[src/rtl/mtd_pkg.sv]
// ----------------------------------------------------------------------------
// mtd_pkg
// Byte codes, widths and the Morse code table for the Morse text decoder.
// ----------------------------------------------------------------------------
package mtd_pkg;

	localparam int unsigned BYTE_W    = 8;
	localparam int unsigned CHAR_W    = 7;
	localparam int unsigned MAX_SYM   = 6;
	localparam int unsigned LEN_W     = 3;
	localparam int unsigned KEY_W     = MAX_SYM + 1;

	localparam logic [BYTE_W-1:0] BYTE_DOT  = 8'h2E;
	localparam logic [BYTE_W-1:0] BYTE_DASH = 8'h2D;
	localparam logic [BYTE_W-1:0] BYTE_GAP  = 8'h20;

	localparam logic [CHAR_W-1:0] CHAR_NONE  = 7'h00;
	localparam logic [CHAR_W-1:0] CHAR_SPACE = 7'h20;

	localparam logic [LEN_W-1:0] LEN_MAX = LEN_W'(MAX_SYM);

	typedef logic [KEY_W-1:0]  mtd_key_t;
	typedef logic [CHAR_W-1:0] mtd_char_t;

	// key: leading marker bit, then symbols first-to-last, dash = 1
	function automatic mtd_char_t mtd_lookup(input mtd_key_t key);
		mtd_char_t ch;
		case (key)
			7'b0000101: ch = 7'h41;
			7'b0011000: ch = 7'h42;
			7'b0011010: ch = 7'h43;
			7'b0001100: ch = 7'h44;
			7'b0000010: ch = 7'h45;
			7'b0010010: ch = 7'h46;
			7'b0001110: ch = 7'h47;
			7'b0010000: ch = 7'h48;
			7'b0000100: ch = 7'h49;
			7'b0010111: ch = 7'h4A;
			7'b0001101: ch = 7'h4B;
			7'b0010100: ch = 7'h4C;
			7'b0000111: ch = 7'h4D;
			7'b0000110: ch = 7'h4E;
			7'b0001111: ch = 7'h4F;
			7'b0010110: ch = 7'h50;
			7'b0011101: ch = 7'h51;
			7'b0001010: ch = 7'h52;
			7'b0001000: ch = 7'h53;
			7'b0000011: ch = 7'h54;
			7'b0001001: ch = 7'h55;
			7'b0010001: ch = 7'h56;
			7'b0001011: ch = 7'h57;
			7'b0011001: ch = 7'h58;
			7'b0011011: ch = 7'h59;
			7'b0011100: ch = 7'h5A;
			7'b0111111: ch = 7'h30;
			7'b0101111: ch = 7'h31;
			7'b0100111: ch = 7'h32;
			7'b0100011: ch = 7'h33;
			7'b0100001: ch = 7'h34;
			7'b0100000: ch = 7'h35;
			7'b0110000: ch = 7'h36;
			7'b0111000: ch = 7'h37;
			7'b0111100: ch = 7'h38;
			7'b0111110: ch = 7'h39;
			7'b1010101: ch = 7'h2E;
			7'b1110011: ch = 7'h2C;
			7'b1001100: ch = 7'h3F;
			7'b1011110: ch = 7'h27;
			7'b1101011: ch = 7'h21;
			7'b0110010: ch = 7'h2F;
			7'b0110110: ch = 7'h28;
			7'b1101101: ch = 7'h29;
			7'b0101000: ch = 7'h26;
			7'b1111000: ch = 7'h3A;
			7'b1101010: ch = 7'h3B;
			7'b0110001: ch = 7'h3D;
			7'b0101010: ch = 7'h2B;
			7'b1100001: ch = 7'h2D;
			7'b1001101: ch = 7'h5F;
			7'b1010010: ch = 7'h22;
			7'b1011010: ch = 7'h40;
			default:    ch = CHAR_NONE;
		endcase
		return ch;
	endfunction

endpackage

[src/rtl/morse_text_decoder_top.sv]
// ----------------------------------------------------------------------------
// morse_text_decoder_top
// Morse text decoder: dots, dashes and gaps in, ASCII characters out.
// ----------------------------------------------------------------------------
// Input channel: item_valid / item_stall carry one word per cycle, made of
// text_byte and message_end. Output channel: result_valid / result_stall
// carry decoded_char, char_valid and last_of_message.
// A word is captured in an input register; once the result register is free,
// the pending code state is updated and the table lookup is done, and any
// result is written to the result register. One word is taken per cycle
// while item_stall is low; words that yield no result (dots, dashes, a gap
// with nothing to decode) still pass through the input register.
// The input register moves on whenever the result register is empty or
// being taken, so item_stall rises only when result_stall holds a pending
// result and the input register is full.
// Reset clears both registers' valid flags and the pending code state.
// An end-of-message word always yields one result and clears the state.
// ----------------------------------------------------------------------------
module morse_text_decoder_top (
	input  logic                         clk,
	input  logic                         arst_n,
	input  logic                         item_valid,
	output logic                         item_stall,
	input  logic [mtd_pkg::BYTE_W-1:0]   text_byte,
	input  logic                         message_end,
	output logic                         result_valid,
	input  logic                         result_stall,
	output logic [mtd_pkg::CHAR_W-1:0]   decoded_char,
	output logic                         char_valid,
	output logic                         last_of_message
);
	import mtd_pkg::*;

	logic                  valid_s1;
	logic [BYTE_W-1:0]     byte_s1;
	logic                  end_s1;

	logic [MAX_SYM-1:0]    pattern_bits_q;
	logic [LEN_W-1:0]      pattern_length_q;
	logic                  pattern_spoiled_q;
	logic                  after_gap_q;

	logic                  out_free;
	logic                  fire;
	logic                  in_take;
	mtd_key_t              key;
	mtd_char_t             dec;
	logic                  is_gap;
	logic                  is_sym;
	logic                  emit;
	mtd_char_t             emit_char;
	logic                  emit_cv;

	assign out_free   = !result_valid || !result_stall;
	assign item_stall = valid_s1 && !out_free;
	assign in_take    = item_valid && !item_stall;
	assign fire       = valid_s1 && out_free;

	assign key    = mtd_key_t'(KEY_W'(1) << pattern_length_q) | mtd_key_t'(pattern_bits_q);
	assign is_gap = (byte_s1 == BYTE_GAP);
	assign is_sym = (byte_s1 == BYTE_DOT) || (byte_s1 == BYTE_DASH);

	always_comb begin
		if (pattern_spoiled_q || pattern_length_q == '0 || pattern_length_q > LEN_MAX) begin
			dec = CHAR_NONE;
		end else begin
			dec = mtd_lookup(key);
		end
	end

	always_comb begin
		emit      = 1'b0;
		emit_char = dec;
		emit_cv   = (dec != CHAR_NONE);
		if (end_s1) begin
			emit = 1'b1;
		end else if (is_gap && after_gap_q) begin
			emit      = 1'b1;
			emit_char = CHAR_SPACE;
			emit_cv   = 1'b1;
		end else if (is_gap) begin
			emit = (dec != CHAR_NONE);
		end
	end

	always_ff @(posedge clk or negedge arst_n) begin
		if (!arst_n) begin
			valid_s1 <= 1'b0;
		end else if (!item_stall) begin
			valid_s1 <= item_valid;
		end
	end

	always_ff @(posedge clk) begin
		if (in_take) begin
			byte_s1 <= text_byte;
			end_s1  <= message_end;
		end
	end

	always_ff @(posedge clk or negedge arst_n) begin
		if (!arst_n) begin
			pattern_bits_q    <= '0;
			pattern_length_q  <= '0;
			pattern_spoiled_q <= 1'b0;
			after_gap_q       <= 1'b0;
		end else if (fire) begin
			if (end_s1) begin
				pattern_bits_q    <= '0;
				pattern_length_q  <= '0;
				pattern_spoiled_q <= 1'b0;
				after_gap_q       <= 1'b0;
			end else if (is_gap && after_gap_q) begin
				after_gap_q <= 1'b0;
			end else if (is_gap) begin
				pattern_bits_q    <= '0;
				pattern_length_q  <= '0;
				pattern_spoiled_q <= 1'b0;
				after_gap_q       <= 1'b1;
			end else begin
				after_gap_q <= 1'b0;
				if (!is_sym) begin
					pattern_spoiled_q <= 1'b1;
				end else if (pattern_length_q >= LEN_MAX) begin
					pattern_spoiled_q <= 1'b1;
					pattern_length_q  <= LEN_MAX;
				end else begin
					pattern_bits_q   <= {pattern_bits_q[MAX_SYM-2:0], (byte_s1 == BYTE_DASH)};
					pattern_length_q <= pattern_length_q + LEN_W'(1);
				end
			end
		end
	end

	always_ff @(posedge clk or negedge arst_n) begin
		if (!arst_n) begin
			result_valid <= 1'b0;
		end else if (out_free) begin
			result_valid <= fire && emit;
		end
	end

	always_ff @(posedge clk) begin
		if (fire && emit) begin
			decoded_char    <= emit_char;
			char_valid      <= emit_cv;
			last_of_message <= end_s1;
		end
	end

`ifndef SYNTHESIS
	a_len_range: assert property (@(posedge clk) disable iff (!arst_n)
		pattern_length_q <= LEN_MAX)
		else $error("pattern length out of range");

	a_end_clears: assert property (@(posedge clk) disable iff (!arst_n)
		fire && end_s1 |=> pattern_length_q == '0 && !pattern_spoiled_q && !after_gap_q
			&& pattern_bits_q == '0)
		else $error("end of message did not clear state");

	a_empty_only_end: assert property (@(posedge clk) disable iff (!arst_n)
		result_valid && !char_valid |-> last_of_message)
		else $error("empty result outside end of message");

	a_char_nonzero: assert property (@(posedge clk) disable iff (!arst_n)
		result_valid && char_valid |-> decoded_char != CHAR_NONE)
		else $error("valid character is zero");

	a_stall_cause: assert property (@(posedge clk) disable iff (!arst_n)
		item_stall |-> valid_s1 && result_valid && result_stall)
		else $error("input stalled without a held result");
`endif

endmodule
[config.mk]
export PLATFORM = sky130hd
export DESIGN_NAME = morse_text_decoder_top
export DESIGN_NICKNAME = d
export VERILOG_FILES = /design/src/rtl/mtd_pkg.sv /design/src/rtl/morse_text_decoder_top.sv
export SDC_FILE = /design/constraint.sdc
export NUM_CORES = 1
export LEC_CHECK = 0
export ABC_AREA = 1
export CORE_UTILIZATION = 45
export DETAILED_ROUTE_END_ITERATION = 10
export DONT_BUFFER_PORTS = 1
export PLACE_DENSITY = 0.69
export SYNTH_ARGS = -nofsm -noshare
export SYNTH_HDL_FRONTEND = slang
export SYNTH_SLANG_ARGS = --single-unit
[constraint.sdc]
create_clock -name clk -period 2.85 [get_ports clk]
set_clock_uncertainty 0.1 [all_clocks]
set_input_delay 0 -clock clk [delete_from_list [all_inputs] [get_ports clk]]
set_output_delay 0 -clock clk [all_outputs]
set_load 0.05 [all_outputs]
==> results.md <==
Outcome:
- The run finished with clean final reports.

Synthesis:
- After synthesis, the cell types taking the most area are sky130_fd_sc_hd__edfxtp_1, sky130_fd_sc_hd__nand2_1, sky130_fd_sc_hd__dfrtp_1, sky130_fd_sc_hd__nand3_1, sky130_fd_sc_hd__ha_1.
- Summed over its instances, the top area cell type makes up 22.4% of the synthesized netlist area.
- In this run, synthesis produced a sequential element count of 31.
- The synthesized netlist occupies a cell area of 2410 um2.
- The flip-flop cell with the highest count after synthesis is sky130_fd_sc_hd__edfxtp_1.
- Counting flops with an async set or reset pin after synthesis yields a share of 41.9%.
- By instance count, the leading cell after synthesis is sky130_fd_sc_hd__nand2_1.
- The cell count after synthesis is 337.
- The synthesized design contains 18 enable-type register cells.
- Yosys printed 0 warnings.
- For this run, the register share of the synthesized area comes to 35.9%.
- The average cell area after synthesis is 7.17 um2.
- The count of different cell masters after synthesis is 31.
- The post-synthesis net count is 363.
- Counting instances in the post-synthesis netlist gives the leading cell types as sky130_fd_sc_hd__nand2_1, sky130_fd_sc_hd__nand3_1, sky130_fd_sc_hd__inv_1.
- sky130_fd_sc_hd__edfxtp_1 takes more of the synthesized area than any other cell.

Detailed routing:
- After detailed routing, the average wire length per cell comes to 14.6 um.
- Dividing the detail-routed via count by the number of cells gives 5.47.
- The DRC marker count from the first detailed-route iteration is 314.
- In this run the remaining antenna-violating nets after routing total 0.
- The vias after detailed routing is 2403.
- The aggregate routed wire length is 6410 um.
- Before antenna repair, the detailed router went through 5 iterations.
- The DRC violations left is 0.

Finish:
- The repair_antennas step left the layout with diodes totalling 0.
- For this run, the share of the core covered by cells in the final layout is 59.4%.
- The post-route cell area is 3050 um2.
- The total of fill cells in the finished design is 462.
- The net count of the finished layout is 394.
- The area added between synthesis and finish is 26.4%.
- Once layout is complete, the cells apart from fillers number 439.
- The fraction of layout instances using a drive strength above 1 is 23.3%.

Global route:
- The via count of the first global-routing pass is 2199.
- Entering global routing, the biggest net connects 23 pins.
- The first global-routing pass estimated 9890 um of wire.
- For this run the aggregate overflow at the end of global routing stands at 0.
- In the global route stage, overall resource usage came out at 23.8%.
- The initial antenna violation count was 0.

Floorplan:
- The total die area is 5660 um2.
- The chip width is 75.3 um.
- 24 I/O pins were placed.
- The effective utilization at floorplan is 47.0%.
- The placeable core region is 5140 um2.
- The floorplan has 26 rows.
- The floorplan die height is 75.3 um.

Timing:
- The worst pin sits at a relative slew slack of 59.6%.
- The final period demand of the worst path is 2.76 ns.
- At the pin with the least slew margin, the transition time is 0.604 ns.
- The final worst hold slack is 0.0572 ns.
- The setup slack of the critical path after layout is 0.0886 ns.
- Based on the critical path, the design can be clocked at up to 0.362 GHz.
- The total count of hold-check failures in the final report is 0.
- The number of max-slew violations in the final report is 0.
- The final setup violation count is 0.
- In the finished design, the share of the clock period the worst path needs comes to 96.9%.
- For the final routed database, the setup TNS stands at 0 ns.

Power:
- The internal cell power is 1.39 mW.
- Summed over all nets, the switching power comes to 1.44 mW.
- In this run the power density over the cells is 925 nW/um2.
- The switching fraction of total power is 50.9%.
- Of the total power, combinational logic draws 58.7%.
- The overall power consumption is 2.82 mW.
- The analysis attributes to cell leakage a power of 1.40 nW.
- The largest vdd supply drop is 0.000478 V.
- The portion of total power attributed to sequential cells is 28.9%.
- The clock network is responsible for 12.4% of the overall power.

Worst setup path:
- The data arrival at the endpoint of the critical path is 2.67 ns.
- The largest individual stage delay along the critical path comes from the cell sky130_fd_sc_hd__dfrtp_1.
- In this design, the largest share of critical-path delay is due to simple AND/OR/NAND/NOR gates.
- Along the worst path, the maximum fanout reaches 9.
- STA classifies the critical path endpoint as a flip-flop.
- The critical path contains buffers and inverters numbering 6 combined.
- The data required time of the critical path is 2.76 ns.
- The largest stage delay on the critical path is 0.43 ns.
- Traced cell by cell, the critical path runs through inv_2 > ha_4 > nand2_1 > nand2_4 > inv_4 > ha_4 > inv_1 > nand3_2 > a21oi_2 > nand2_1 > nand3_1 > nand2_1 > inv_1 > nand3_2 > nand2_1 > nor2_2 > nand3_1 > nand2_2 > inv_2 > buf_12.
- Counting stages on the worst path, the most repeated cell is sky130_fd_sc_hd__nand2_1.
- The critical path start-end classification is flip-flop to flip-flop.
- The launching element type of the critical path is a flip-flop.

Run:
- The total of max-cap violations is 0.

Clock tree:
- The clock passes through at most 2 buffers.
- Buffers inserted during clock tree synthesis total 5.
- The clock net in this run drives a total of 31 sinks.
- The count of H-tree levels built during CTS is 2.
- The clock-pin slew on the worst setup and hold paths is 0.07 ns.
- The cell chosen for the clock root is sky130_fd_sc_hd__clkbuf_8.
- The insertion delay of the later-clocked pin in the worst-skew pair is 0.29 ns.
- The CTS tree is done.

Placed design:
- The estimated wirelength of the detail-placed design is 4370 um.
- Once placement finished, the instance area stood at 2620 um2.
- Before CTS, the worst setup slack after placement is -0.129 ns.
- The final weighted congestion in routability-driven placement is 0.956.
- The count of buffers added on input and output ports is 0.
- The instance count after placement with tap cells included is 417.

Hold path:
- The worst min-delay path category is input pin to asynchronous set/reset pin.
[sequential cells by signal, summed over array words and instances (netlist names)]
| register | count |
|---|---|
| byte_s1 | 8 |
| decoded_char | 7 |
| pattern_bits_q | 6 |
| pattern_length_q | 3 |
| after_gap_q | 1 |
| char_valid | 1 |
| end_s1 | 1 |
| last_of_message | 1 |
| pattern_spoiled_q | 1 |
| result_valid | 1 |
| valid_s1 | 1 |
[cell type report]
class	count	area (um2)	area share [%]
multi-input combinational	261	1540	50.4
tap	70	87.6	2.87
sequential	31	867	28.4
clock inverter	3	20.0	0.656
timing repair buffer	33	332	10.9
inverter	36	140	4.59
clock buffer	5	68.8	2.25
[cells by family after synthesis]
family                   after synthesis  share of synthesized area (%)
AND/OR/NAND/NOR                      196                           37.3
AO/OA/AOI/OAI                         52                           12.0
buffers and inverters                 45                           8.13
flip-flops                            31                           35.9
adder cells (fa/ha/maj)               13                           6.74
[power by group through the flow]
stage | registers (mW) | clock network, mW | logic [mW]
after floorplan | 0.806 | 0 | 1.04
after global placement | 0.818 | 0 | 1.39
after detailed placement | 0.823 | 0 | 1.39
after CTS | 0.814 | 0.359 | 1.41
after global routing | 0.829 | 0.376 | 1.82
final | 0.817 | 0.350 | 1.66
[worst register-to-register path: stages (launching register included)]
cell,delay (ns)
sky130_fd_sc_hd__dfrtp_1,0.43
sky130_fd_sc_hd__inv_2,0.13
sky130_fd_sc_hd__ha_4,0.15
sky130_fd_sc_hd__nand2_1,0.08
sky130_fd_sc_hd__nand2_4,0.10
sky130_fd_sc_hd__inv_4,0.05
sky130_fd_sc_hd__ha_4,0.23
sky130_fd_sc_hd__inv_1,0.09
sky130_fd_sc_hd__nand3_2,0.13
sky130_fd_sc_hd__a21oi_2,0.18
sky130_fd_sc_hd__nand2_1,0.07
sky130_fd_sc_hd__nand3_1,0.07
sky130_fd_sc_hd__nand2_1,0.06
sky130_fd_sc_hd__inv_1,0.08
sky130_fd_sc_hd__nand3_2,0.07
sky130_fd_sc_hd__nand2_1,0.09
sky130_fd_sc_hd__nor2_2,0.04
sky130_fd_sc_hd__nand3_1,0.07
sky130_fd_sc_hd__nand2_2,0.06
sky130_fd_sc_hd__inv_2,0.07
sky130_fd_sc_hd__buf_12,0.12
[layer usage]
metal	part of all wire (%)	global-route usage [%]
met1	42	30.6
met2	48	36.8
met3	6.3	6.96
met4	3.0	11.1
met5	0	0
[path summary, 6_finish.rpt]
path                                      from                  end  slack [ns]  cells past startpoint
max                        pattern_length_q[1]      decoded_char[5]        0.09                     20
min                                     arst_n    pattern_bits_q[5]        0.06                      1
min in group clk                  text_byte[1]           byte_s1[1]        0.24                      1
min reg2reg                  pattern_spoiled_q    pattern_spoiled_q        0.41                      2
max in group asynchronous               arst_n  pattern_length_q[0]        2.17                      1
max reg2reg                pattern_length_q[1]      decoded_char[5]        0.09                     20
[cell usage in the layout, fill, tap and decap left out, drive strengths merged]
master,netlist,layout
nand3,53,53
and2,1,1
o211ai,2,2
dlygate4sd3,0,12
nor3,2,2
edfxtp,18,18
o21ai,21,21
clkinv,0,1
inv,36,36
nand4,3,3
nor4,1,1
o22ai,4,4
ha,13,13
clkinvlp,0,2
nand3b,2,2
dfrtp,13,13
nand2,104,104
or2,2,2
buf,9,21
nor2,28,28
clkbuf,0,5
a21oi,25,25
[what timing repair did]
action / in CTS / in global routing
endpoints found under the hold margin: 25 / 0
resized for setup: 6 / 50
endpoints found under the setup margin: 9 / 10
hold buffers: 12 / 0
setup buffers: 0 / 2
pin swaps: 0 / 9
No activity file was read; power rests on OpenSTA's default activity.
